<file path="config.mk">
export PLATFORM = sky130hd
export DESIGN_NAME = dual_wheel_trigger_decoder
export DESIGN_NICKNAME = d
export VERILOG_FILES = /design/src/design/dwtd_pkg.sv /design/src/design/dwtd_csr.sv /design/src/design/dwtd_core.sv /design/src/design/dual_wheel_trigger_decoder.sv
export SDC_FILE = /design/constraint.sdc
export NUM_CORES = 1
export LEC_CHECK = 0
export ABC_AREA = 1
export BUFFER_PORTS_ARGS = -buffer_cell sky130_fd_sc_hd__clkbuf_2
export CORE_AREA = 2 2 255 257
export DETAILED_ROUTE_END_ITERATION = 6
export DIE_AREA = 0 0 257 259
export GPL_TIMING_DRIVEN = 0
export PLACE_DENSITY = 0.6
export REMOVE_ABC_BUFFERS = 1
export SLEW_MARGIN = 20
export SYNTH_ARGS = -nofsm -noshare
export SYNTH_HDL_FRONTEND = slang
export SYNTH_HIERARCHICAL = 1
export SYNTH_SLANG_ARGS = --single-unit
</file>
<file path="constraint.sdc">
create_clock -name clock -period 17.5 [get_ports clock]
set_clock_uncertainty 0.1 [all_clocks]
set_input_delay 3.5 -clock clock [delete_from_list [all_inputs] [get_ports clock]]
set_output_delay 3.5 -clock clock [all_outputs]
set_load 0.1 [all_outputs]
</file>
<file path="src/design/dwtd_pkg.sv">
// ----------------------------------------------------------------------------
// dwtd_pkg
// Shared types, register codes and helpers of the dual wheel trigger decoder.
// ----------------------------------------------------------------------------
`default_nettype none

package dwtd_pkg;

   // Register file
   localparam int unsigned CSR_INDEX_WIDTH = 3;

   typedef enum logic [CSR_INDEX_WIDTH-1:0] {
      CSR_TOOTH_COUNT            = 3'd0,
      CSR_TWIN_REV               = 3'd1,
      CSR_RESYNC_ENABLE          = 3'd2,
      CSR_STARTUP_CYCLES         = 3'd3,
      CSR_FILTER_MODE            = 3'd4,
      CSR_PRIMARY_FILTER_START   = 3'd5,
      CSR_SECONDARY_FILTER_START = 3'd6
   } csr_index_type;

   // Filter derivation codes
   typedef enum logic [1:0] {
      FILTER_OFF           = 2'd0,
      FILTER_QUARTER       = 2'd1,
      FILTER_HALF          = 2'd2,
      FILTER_THREE_QUARTER = 2'd3
   } filter_mode_type;

   // Reset values
   localparam logic [7:0]  TOOTH_COUNT_RESET    = 8'd36;
   localparam logic [7:0]  TOOTH_COUNTER_RESET  = 8'd255;
   localparam logic [31:0] SYNC_LOSS_MIN_REVS   = 32'd2;

   typedef enum logic {
      EDGE_PRIMARY   = 1'b0,
      EDGE_SECONDARY = 1'b1
   } edge_source_type;

   // Input item
   typedef struct packed {
      logic        op;
      logic [31:0] timestamp;
      logic [31:0] revolution_time;
   } req_type;

   // Result item
   typedef struct packed {
      logic        accepted;
      logic [7:0]  tooth_number;
      logic        revolution_start;
      logic        in_sync;
      logic        second_revolution;
      logic [31:0] revolutions;
      logic [7:0]  sync_losses;
      logic [31:0] edge_gap;
   } rsp_type;

   // Static configuration seen by the decoder core
   typedef struct packed {
      logic [7:0]      tooth_count;
      logic            twin_rev;
      logic            resync_enable;
      logic [7:0]      startup_cycles;
      filter_mode_type filter_mode;
   } cfg_type;

   // Filter preload requests raised by register writes
   typedef struct packed {
      logic        primary_load;
      logic [31:0] primary_value;
      logic        secondary_load;
      logic [31:0] secondary_value;
   } load_type;

   // Primary filter derived from the last accepted tooth gap
   function automatic logic [31:0] filter_from_gap(input filter_mode_type mode,
                                                   input logic [31:0]     gap);
      logic [31:0] result;
      result = '0;
      unique case (mode)
         FILTER_OFF:           result = '0;
         FILTER_QUARTER:       result = gap >> 2;
         FILTER_HALF:          result = gap >> 1;
         FILTER_THREE_QUARTER: result = (gap >> 1) + (gap >> 2);
         default:              result = '0;
      endcase
      return result;
   endfunction

endpackage

`default_nettype wire

</file>
<file path="src/design/dwtd_csr.sv">
// ----------------------------------------------------------------------------
// dwtd_csr
// Configuration registers; raises filter preload requests on writes.
// ----------------------------------------------------------------------------
`default_nettype none

module dwtd_csr
   import dwtd_pkg::*;
(
   input  wire logic                       clock,
   input  wire logic                       reset,
   input  wire logic                       csr_valid,
   output logic                            csr_ready,
   input  wire logic [CSR_INDEX_WIDTH-1:0] csr_index,
   input  wire logic [31:0]                csr_data,
   output cfg_type                         cfg,
   output load_type                        load
);

   cfg_type cfg_ff;
   cfg_type cfg_in;
   logic    write;

   // Always able to take a write
   assign csr_ready = 1'b1;
   assign write     = csr_valid && csr_ready;

   // Decode the register index
   always_comb begin
      cfg_in = cfg_ff;
      load   = '{primary_load: 1'b0, primary_value: csr_data,
                 secondary_load: 1'b0, secondary_value: csr_data};
      if (write) begin
         unique case (csr_index)
            CSR_TOOTH_COUNT:            cfg_in.tooth_count    = csr_data[7:0];
            CSR_TWIN_REV:               cfg_in.twin_rev       = csr_data[0];
            CSR_RESYNC_ENABLE:          cfg_in.resync_enable  = csr_data[0];
            CSR_STARTUP_CYCLES:         cfg_in.startup_cycles = csr_data[7:0];
            CSR_FILTER_MODE:            cfg_in.filter_mode    = filter_mode_type'(csr_data[1:0]);
            CSR_PRIMARY_FILTER_START:   load.primary_load     = 1'b1;
            CSR_SECONDARY_FILTER_START: load.secondary_load   = 1'b1;
            default: ;
         endcase
      end
   end

   // Hold the settings
   always_ff @(posedge clock) begin
      if (reset) begin
         cfg_ff <= '{tooth_count: TOOTH_COUNT_RESET, twin_rev: 1'b0,
                     resync_enable: 1'b0, startup_cycles: 8'd0,
                     filter_mode: FILTER_QUARTER};
      end else begin
         cfg_ff <= cfg_in;
      end
   end

   assign cfg = cfg_ff;

endmodule

`default_nettype wire

</file>
<file path="src/design/dwtd_core.sv">
// ----------------------------------------------------------------------------
// dwtd_core
// Decoder state and the single-pass update for one edge.
// ----------------------------------------------------------------------------
`default_nettype none

module dwtd_core
   import dwtd_pkg::*;
(
   input  wire logic clock,
   input  wire logic reset,
   input  wire logic step,
   input  req_type   item,
   input  cfg_type   cfg,
   input  load_type  load,
   output rsp_type   result
);

   logic [7:0]  tooth_ff, tooth_in;
   logic [31:0] last_pri_ff, last_pri_in;
   logic [31:0] last_sec_ff, last_sec_in;
   logic [31:0] pri_filter_ff, pri_filter_in;
   logic [31:0] sec_filter_ff, sec_filter_in;
   logic        sync_ff, sync_in;
   logic        phase_ff, phase_in;
   logic [31:0] revs_ff, revs_in;
   logic [7:0]  losses_ff, losses_in;

   logic [31:0] gap;
   logic        pass;
   logic        rev_start;
   logic [7:0]  tooth_next;

   // Work out the edge update
   always_comb begin
      tooth_in      = tooth_ff;
      last_pri_in   = last_pri_ff;
      last_sec_in   = last_sec_ff;
      pri_filter_in = pri_filter_ff;
      sec_filter_in = sec_filter_ff;
      sync_in       = sync_ff;
      phase_in      = phase_ff;
      revs_in       = revs_ff;
      losses_in     = losses_ff;
      rev_start     = 1'b0;
      tooth_next    = tooth_ff + 8'd1;

      if (item.op == EDGE_PRIMARY) begin
         gap  = item.timestamp - last_pri_ff;
         pass = (gap >= pri_filter_ff);
      end else begin
         gap  = item.timestamp - last_sec_ff;
         pass = (gap >= sec_filter_ff);
      end

      if (item.op == EDGE_PRIMARY) begin
         // Advance the tooth, wrap at the tooth count once in sync
         if (pass) begin
            tooth_in    = tooth_next;
            last_pri_in = item.timestamp;
            if (sync_ff) begin
               if (tooth_next == 8'd1 || tooth_next > cfg.tooth_count) begin
                  tooth_in  = 8'd1;
                  phase_in  = ~phase_ff;
                  revs_in   = revs_ff + (cfg.twin_rev ? 32'd2 : 32'd1);
                  rev_start = 1'b1;
               end
               pri_filter_in = filter_from_gap(cfg.filter_mode, gap);
            end
         end
      end else begin
         // Acquire or check sync on the secondary edge
         if (pass) begin
            last_sec_in   = item.timestamp;
            sec_filter_in = gap >> 2;
            if (!sync_ff || revs_ff <= {24'd0, cfg.startup_cycles}) begin
               last_pri_in   = item.timestamp;
               tooth_in      = cfg.tooth_count;
               pri_filter_in = '0;
               sync_in       = 1'b1;
            end else begin
               if (tooth_ff != cfg.tooth_count && revs_ff > SYNC_LOSS_MIN_REVS) begin
                  losses_in = losses_ff + 8'd1;
               end
               if (cfg.resync_enable) begin
                  tooth_in = cfg.tooth_count;
               end
            end
            phase_in = 1'b1;
         end else begin
            sec_filter_in = item.revolution_time >> 1;
         end
      end
   end

   // Result reflects the state after this edge
   assign result = '{accepted: pass, tooth_number: tooth_in,
                     revolution_start: rev_start, in_sync: sync_in,
                     second_revolution: phase_in, revolutions: revs_in,
                     sync_losses: losses_in, edge_gap: gap};

   // Commit the update; register writes preload the filters
   always_ff @(posedge clock) begin
      if (reset) begin
         tooth_ff      <= TOOTH_COUNTER_RESET;
         last_pri_ff   <= '0;
         last_sec_ff   <= '0;
         pri_filter_ff <= '0;
         sec_filter_ff <= '0;
         sync_ff       <= 1'b0;
         phase_ff      <= 1'b0;
         revs_ff       <= '0;
         losses_ff     <= '0;
      end else begin
         if (step) begin
            tooth_ff      <= tooth_in;
            last_pri_ff   <= last_pri_in;
            last_sec_ff   <= last_sec_in;
            pri_filter_ff <= pri_filter_in;
            sec_filter_ff <= sec_filter_in;
            sync_ff       <= sync_in;
            phase_ff      <= phase_in;
            revs_ff       <= revs_in;
            losses_ff     <= losses_in;
         end
         if (load.primary_load) begin
            pri_filter_ff <= load.primary_value;
         end
         if (load.secondary_load) begin
            sec_filter_ff <= load.secondary_value;
         end
      end
   end

endmodule

`default_nettype wire

</file>
<file path="src/design/dual_wheel_trigger_decoder.sv">
// ----------------------------------------------------------------------------
// dual_wheel_trigger_decoder
// Crank/cam trigger decoder: noise filters, tooth counting and sync tracking.
// ----------------------------------------------------------------------------
// Usage:
//   req_*  : one edge per transfer (source, timestamp, revolution period).
//            A transfer completes on a clock edge with req_valid high and
//            req_stall low.
//   rsp_*  : one result per edge, in order, taken when rsp_valid is high and
//            rsp_stall is low.
//   csr_*  : register writes, index and data; csr_ready is always high.
//            Write only while no edge is in flight.
//   The edge passes through the input register, then the result register,
//   before rsp_valid rises. Throughput: one edge per cycle while rsp is not
//   stalled, set by the single update pass on the decoder state registers.
//   Reset (synchronous) empties both registers and returns the settings and
//   the decoder state to their initial values.
//   A stall on rsp holds the result; the input register still fills, and
//   req_stall rises only once both registers hold an edge.
// ----------------------------------------------------------------------------
`default_nettype none

module dual_wheel_trigger_decoder
   import dwtd_pkg::*;
(
   input  wire logic                       clock,
   input  wire logic                       reset,
   input  wire logic                       req_valid,
   output logic                            req_stall,
   input  req_type                         req_data,
   output logic                            rsp_valid,
   input  wire logic                       rsp_stall,
   output rsp_type                         rsp_data,
   input  wire logic                       csr_valid,
   output logic                            csr_ready,
   input  wire logic [CSR_INDEX_WIDTH-1:0] csr_index,
   input  wire logic [31:0]                csr_data
);

   logic     in_valid_ff, in_valid_in;
   req_type  in_data_ff;
   logic     out_valid_ff, out_valid_in;
   rsp_type  out_data_ff;
   logic     advance;
   logic     req_take;
   cfg_type  cfg;
   load_type load;
   rsp_type  result;

   dwtd_csr u_csr (
      .clock     (clock),
      .reset     (reset),
      .csr_valid (csr_valid),
      .csr_ready (csr_ready),
      .csr_index (csr_index),
      .csr_data  (csr_data),
      .cfg       (cfg),
      .load      (load)
   );

   dwtd_core u_core (
      .clock  (clock),
      .reset  (reset),
      .step   (advance),
      .item   (in_data_ff),
      .cfg    (cfg),
      .load   (load),
      .result (result)
   );

   // Move the held edge on when the result register is free
   assign advance   = in_valid_ff && (!out_valid_ff || !rsp_stall);
   assign req_stall = in_valid_ff && !advance;
   assign req_take  = req_valid && !req_stall;

   assign in_valid_in  = req_take || (in_valid_ff && !advance);
   assign out_valid_in = advance || (out_valid_ff && rsp_stall);

   // Control state
   always_ff @(posedge clock) begin
      if (reset) begin
         in_valid_ff  <= 1'b0;
         out_valid_ff <= 1'b0;
      end else begin
         in_valid_ff  <= in_valid_in;
         out_valid_ff <= out_valid_in;
      end
   end

   // Payload registers
   always_ff @(posedge clock) begin
      if (req_take) begin
         in_data_ff <= req_data;
      end
      if (advance) begin
         out_data_ff <= result;
      end
   end

   assign rsp_valid = out_valid_ff;
   assign rsp_data  = out_data_ff;

endmodule

`default_nettype wire

</file>
==> flow_summary.yaml, run 1 <==
run_status:
  status: "completed"
synth:
  synthesis.area_um2: 24700
  netlist_instances: 3536
  syn_avg_cell_area_um2: 6.97
  yosys_warnings: 6
floorplanning:
  initial_utilization_pct: 38.6
  core_area_um2: 63900
  die_area_um2: 66600
  chipWidth_um: 257
  fp.dieH_um: 259
  ios: 192
  core.rowCount: 93
global_route:
  grt_usage_pct: 21.4
  grt_pass1_wl_um: 114000
  first_global_vias: 21200
  antenna_found_initial: 0
  grt_max_degree: 85
  overflow: 0
clock_network:
  cts_resized: 0
  clock_latency_ns: 0.59
  htree_levels: 2
  cts-root-buf: "clkbuf_16"
  cts_buffer_depth: 3
  cts.hold.buffers_added: 0
  cts_tree: "done"
  numCtsBuffers: 43
  post_cts_buffers: 0
  clkTransAtPathRegs_ns: 0.05
  cts.sinks: 348
sta:
  setup_ws_ns: 9.65
  setup_violations: 0
  final-hold-violation-count: 0
  fin_crit_sh_pct: 44.9
  fmax_ghz: 0.127
  final.min_clock_period_ns: 7.85
  max_slew_margin_pct: 29.5
  rsz0062_at_grt: "no"
  slew_viol_final: 0
  tightestPinTransition_ns: 1.06
final_layout:
  layout-drive-gt1-share_pct: 10.7
  area_growth_pct: 11.7
  finish.net_count: 3892
  finalNonFillerCells: 4497
  n_antenna_cell: 0
  design_area_um2: 27500
worst_setup_path:
  worstSetupPathType: "input pin to output pin"
  critical_path.max_fanout: 3
  end_kind: "output pin"
  cp_data_required_time_ns: 13.90
  cp-start-kind: "input pin"
  crit_arrival_ns: 4.25
placed_design:
  place_congestion: 0.937
  pre_cts_ws_ns: 9.64
  dp_cells: 4417
  io_buffers: 189
  placed_area_um2: 26100
  hpwlAfterDp_um: 55200
pwr:
  pwr_density_cell_nw_per_um2: 116
  total_power_uw: 3190
  cellLeakagePower_uw: 0.0128
  ir_drop_mv: 0.0644
drt:
  dr.pass1.iters: 6
  routed_wl_um: 72300
  wl_per_cell_um: 16.1
  vias_per_cell: 5.00
  postRouteAntennaNets: 0
  vias: 22500
  drc: 0
  drt-initial-drc-count: 1555
job:
  cap_violations: 0
hold_path:
  hp-class: "flip-flop to flip-flop"
worst max-delay path, stage by stage:
cell and delay, ns:
clkbuf_2 0.13, nand3_2 0.11, inv_1 0.07, clkbuf_2 0.44
registers in the layout (all words and copies together) (netlist names):
signal / flops
rsp_valid: 1
in_valid_ff: 1
u_core/pri_filter_ff: 32
u_core/tooth_ff: 8
rsp_data: 84
u_csr/cfg: 20
in_data_ff: 64
u_core/sync_ff: 1
u_core/last_pri_ff: 32
u_core/phase_ff: 1
u_core/revs_ff: 32
u_core/last_sec_ff: 32
u_core/losses_ff: 8
u_core/sec_filter_ff: 32
layer usage:
metal  global-route usage, %  routed length, um
met1                    28.2              32800
met2                    36.6              33600
met3                    2.73               3760
met4                    6.41               2160
met5                       0                  0
per-stage QoR:
stage               hold WS (ns)  setup TNS [ns]  util [%]
floorplan                  0.329               0         -
global placement           0.344         -318.85      40.0
detailed placement         0.347               0      40.8
CTS                        0.355               0      43.1
global route               0.365               0      43.1
finish                     0.351               0      43.1
area by class of cell:
cell class              count  area, um^2
flip-flops and latches    348        8450
clock buffers              54        1170
inverters                 534        2030
well taps                 855        1070
clock inverters            26         282
multi-input cells        2465       13100
repair buffers            215        1420
fillers                  6617       36300
layout by cell type (no fill, tap or decap), drive strengths merged, types with 3 or more instances in the layout:
cell and count:
o221a 3, nor4 17, nand4 37, edfxtp 148, nor2 214, o221ai 3, clkbuf 243, or2 16
o21a 7, o21bai 14, nand3b 8, nand3 223, o2bb2ai 7, ha 176, buf 26, a22o 7
clkinv 15, nor3 39, clkinvlp 4, inv 537, a21oi 294, a31oi 23, xnor2 14, o31ai 3
bufinv 4, o21ai 244, o22ai 4, a211oi 12, dfxtp 200, mux2 4, o211ai 8, fa 4
xor2 48, nand2 1018, a21boi 3
report_power, final:
group	internal [uW]	leakage (uW)	total, uW	switching [uW]
sequential	926	0.00306	966	40.2
clock	539	0.000704	918	379
combinational	404	0.00899	1300	897
path summary, 6_finish.rpt:
path | slack (ns) | depth (start not counted) | to | startpoint
max reg2reg | 11.91 | 26 | u_core/pri_filter_ff[2] | in_data_ff[32]
min reg2reg | 0.35 | 2 | u_core/last_pri_ff[0] | u_core/last_pri_ff[0]
max | 9.65 | 4 | req_stall | rsp_stall
min | 0.35 | 2 | u_core/last_pri_ff[0] | u_core/last_pri_ff[0]
Note: power is estimated with default switching activity, not from simulation.
==> run 2, diff against run 1 <==
ABC_AREA = 0   (was 1)
CORE_AREA = 2 2 245 247   (was 2 2 255 257)
DIE_AREA = 0 0 247 249   (was 0 0 257 259)
PLACE_DENSITY = 0.62   (was 0.6)
clock period = 6.6 ns   (was 17.5 ns; I/O delays follow)
==> run 2 against run 1 <==
Against the previous run: clock-buffer cell count decreased by 2; setup slack got worse by 9.4 ns; synthesized cell count decreased by 29%; wire length decreased by 5.0%; die area decreased by 7.6%; non-clock buffer count increased by 19; global-route usage increased by 0.40 points; utilization increased by 0.96 points; critical path type is now flip-flop to flip-flop; critical endpoint is now u_core/pri_filter_ff[31]; largest cell class unchanged.
==> flow_summary.yaml, run 2 <==
worst_setup_path:
  r2r_setup_slack_ns: 0.27
  worstSetupPathType: "flip-flop to flip-flop"
  cp-start-kind: "flip-flop"
  end_kind: "flip-flop"
  critical_path.max_fanout: 14
  crit_arrival_ns: 6.72
  r2r_cells: 23
  r2r-start: "in_data_ff[41]"
  reg2reg_to: "u_core/pri_filter_ff[31]"
  cp_data_required_time_ns: 6.99
global_route:
  antenna_found_initial: 1
  grt_max_degree: 77
  grt_usage_pct: 21.8
  overflow: 0
  grt_pass1_wl_um: 105000
  first_global_vias: 18500
drt:
  drc: 0
  vias_per_cell: 5.60
  dr.pass1.iters: 7
  drt-initial-drc-count: 1539
  postRouteAntennaNets: 0
  wl_per_cell_um: 20.0
  routed_wl_um: 68700
  vias: 19200
floorplanning:
  core.rowCount: 89
  fp.dieH_um: 249
  core_area_um2: 58700
  chipWidth_um: 247
  die_area_um2: 61500
  initial_utilization_pct: 38.6
  ios: 192
run_status:
  status: "completed"
final_layout:
  multiInputGateArea_um2: 12700
  layout_commonest_cell: "nand2_1"
  layout_common_cells: "nand2_1 (264), dfxtp_1 (199), nor2_1 (197), inv_1 (190), clkbuf_2 (188)"
  finish.net_count: 2907
  fin_util_pct: 44.1
  layout-drive-gt1-share_pct: 14.5
  area_growth_pct: 14.2
  n_fill_cell: 5601
  largest_reg_flops: 84
  ff_latch_area_um2: 8450
hold_path:
  min_path_cells: 2
  hold_path_end: "u_core/last_pri_ff[11]"
  min_from: "u_core/last_pri_ff[11]"
  hp-class: "flip-flop to flip-flop"
sta:
  final.min_clock_period_ns: 6.33
  tightestPinTransition_ns: 1.01
  max_slew_margin_pct: 32.4
  rsz0062_at_grt: "no"
  slew_viol_final: 0
  fmax_ghz: 0.158
  fin_crit_sh_pct: 95.9
  setup_violations: 0
  tns_ns: 0
  final-hold-violation-count: 0
synth:
  yosys_warnings: 6
  syn_avg_cell_area_um2: 8.96
  netlist_instances: 2526
  synthesis.area_um2: 22600
pwr:
  cellLeakagePower_uw: 0.0100
  ir_drop_mv: 0.186
  pwr_density_cell_nw_per_um2: 292
  total_power_uw: 7550
clock_network:
  clkTransAtPathRegs_ns: 0.07
  cts-root-buf: "clkbuf_16"
  htree_levels: 2
  cts_tree: "done"
  clock_latency_ns: 0.59
  numCtsBuffers: 41
  cts.hold.buffers_added: 0
  cts.sinks: 348
  cts_buffer_depth: 3
placed_design:
  io_buffers: 189
  place_congestion: 0.907
  hpwlAfterDp_um: 51200
job:
  cap_violations: 0
run 2: cell type report:
| cell class | count | share of cell area (%) |
|---|---|---|
| antenna | 1 | 0.00968 |
| clock buffer | 52 | 4.33 |
| clock inverter | 24 | 1.15 |
| inverter | 193 | 2.83 |
| multi-input combinational | 1804 | 49.0 |
| sequential | 348 | 32.7 |
| tap | 773 | 3.74 |
| timing repair buffer | 234 | 6.27 |
run 2: worst max-delay path by stage:
| stage | from | endpoint | cells past startpoint |
|---|---|---|---|
| after floorplan | rsp_stall | u_core/pri_filter_ff[17] | 7 |
| after global placement | rsp_stall | u_core/sec_filter_ff[18] | 5 |
| after detailed placement | in_data_ff[32] | u_core/pri_filter_ff[21] | 25 |
| after CTS | in_data_ff[33] | u_core/tooth_ff[4] | 20 |
| after global routing | in_data_ff[32] | u_core/sec_filter_ff[10] | 24 |
| final | in_data_ff[41] | u_core/pri_filter_ff[31] | 23 |
run 2: stage by stage:
step | setup slack [ns] | cells | cell area [um^2] | hold slack [ns]
after floorplan | -8.41 | 2343 | 21600 | 0.330
after global placement | -20.40 | 3305 | 23500 | 0.342
after detailed placement | -1.18 | 3335 | 24200 | 0.346
after CTS | 0.00692 | 3422 | 25700 | 0.354
after global routing | 0.00419 | 3428 | 25900 | 0.370
final | 0.271 | 3429 | 25900 | 0.352
run 2: per-layer routing:
layer	up-vias	GRT usage, %	wire length, um
li1	9201	-	-
met1	9206	28.7	30100
met2	654	36.3	31900
met3	144	2.98	4090
met4	2	7.99	2590
met5	-	0	13
run 2: power breakdown:
part / internal [uW] / total, uW / switching, uW / leakage, uW
clock: 1450 / 2420 / 969 / 0.000674
combinational: 924 / 2670 / 1740 / 0.00632
sequential: 2390 / 2470 / 77.5 / 0.00302
total: 4760 / 7550 / 2790 / 0.0100
run 2: worst max-delay path, stage by stage, from the launching register on:
cell and delay [ns]:
edfxtp_1 0.46, ha_1 0.41, a21oi_1 0.25, o32ai_1 0.11, a31oi_1 0.42, a21bo_2 0.26
o2bb2ai_1 0.24, a211oi_1 0.20, o21ai_2 0.22, nor3b_4 0.25, nor2_1 0.10, ha_1 0.30
a21o_1 0.18, a2111oi_2 0.34, o21ai_1 0.20, a2111o_1 0.42, a211oi_4 0.36, nor3_4 0.16
buf_4 0.19, o21ai_4 0.27, o21ai_4 0.22, o211ai_1 0.17, o21ai_0 0.11, a311oi_1 0.28
run 2: timing repair:
action                                  CTS  global route
endpoints found under the setup margin  118           183
pin swaps                                 5             7
gates cloned                              2             0
gates resized for setup                  13            19
setup buffers                             9             6
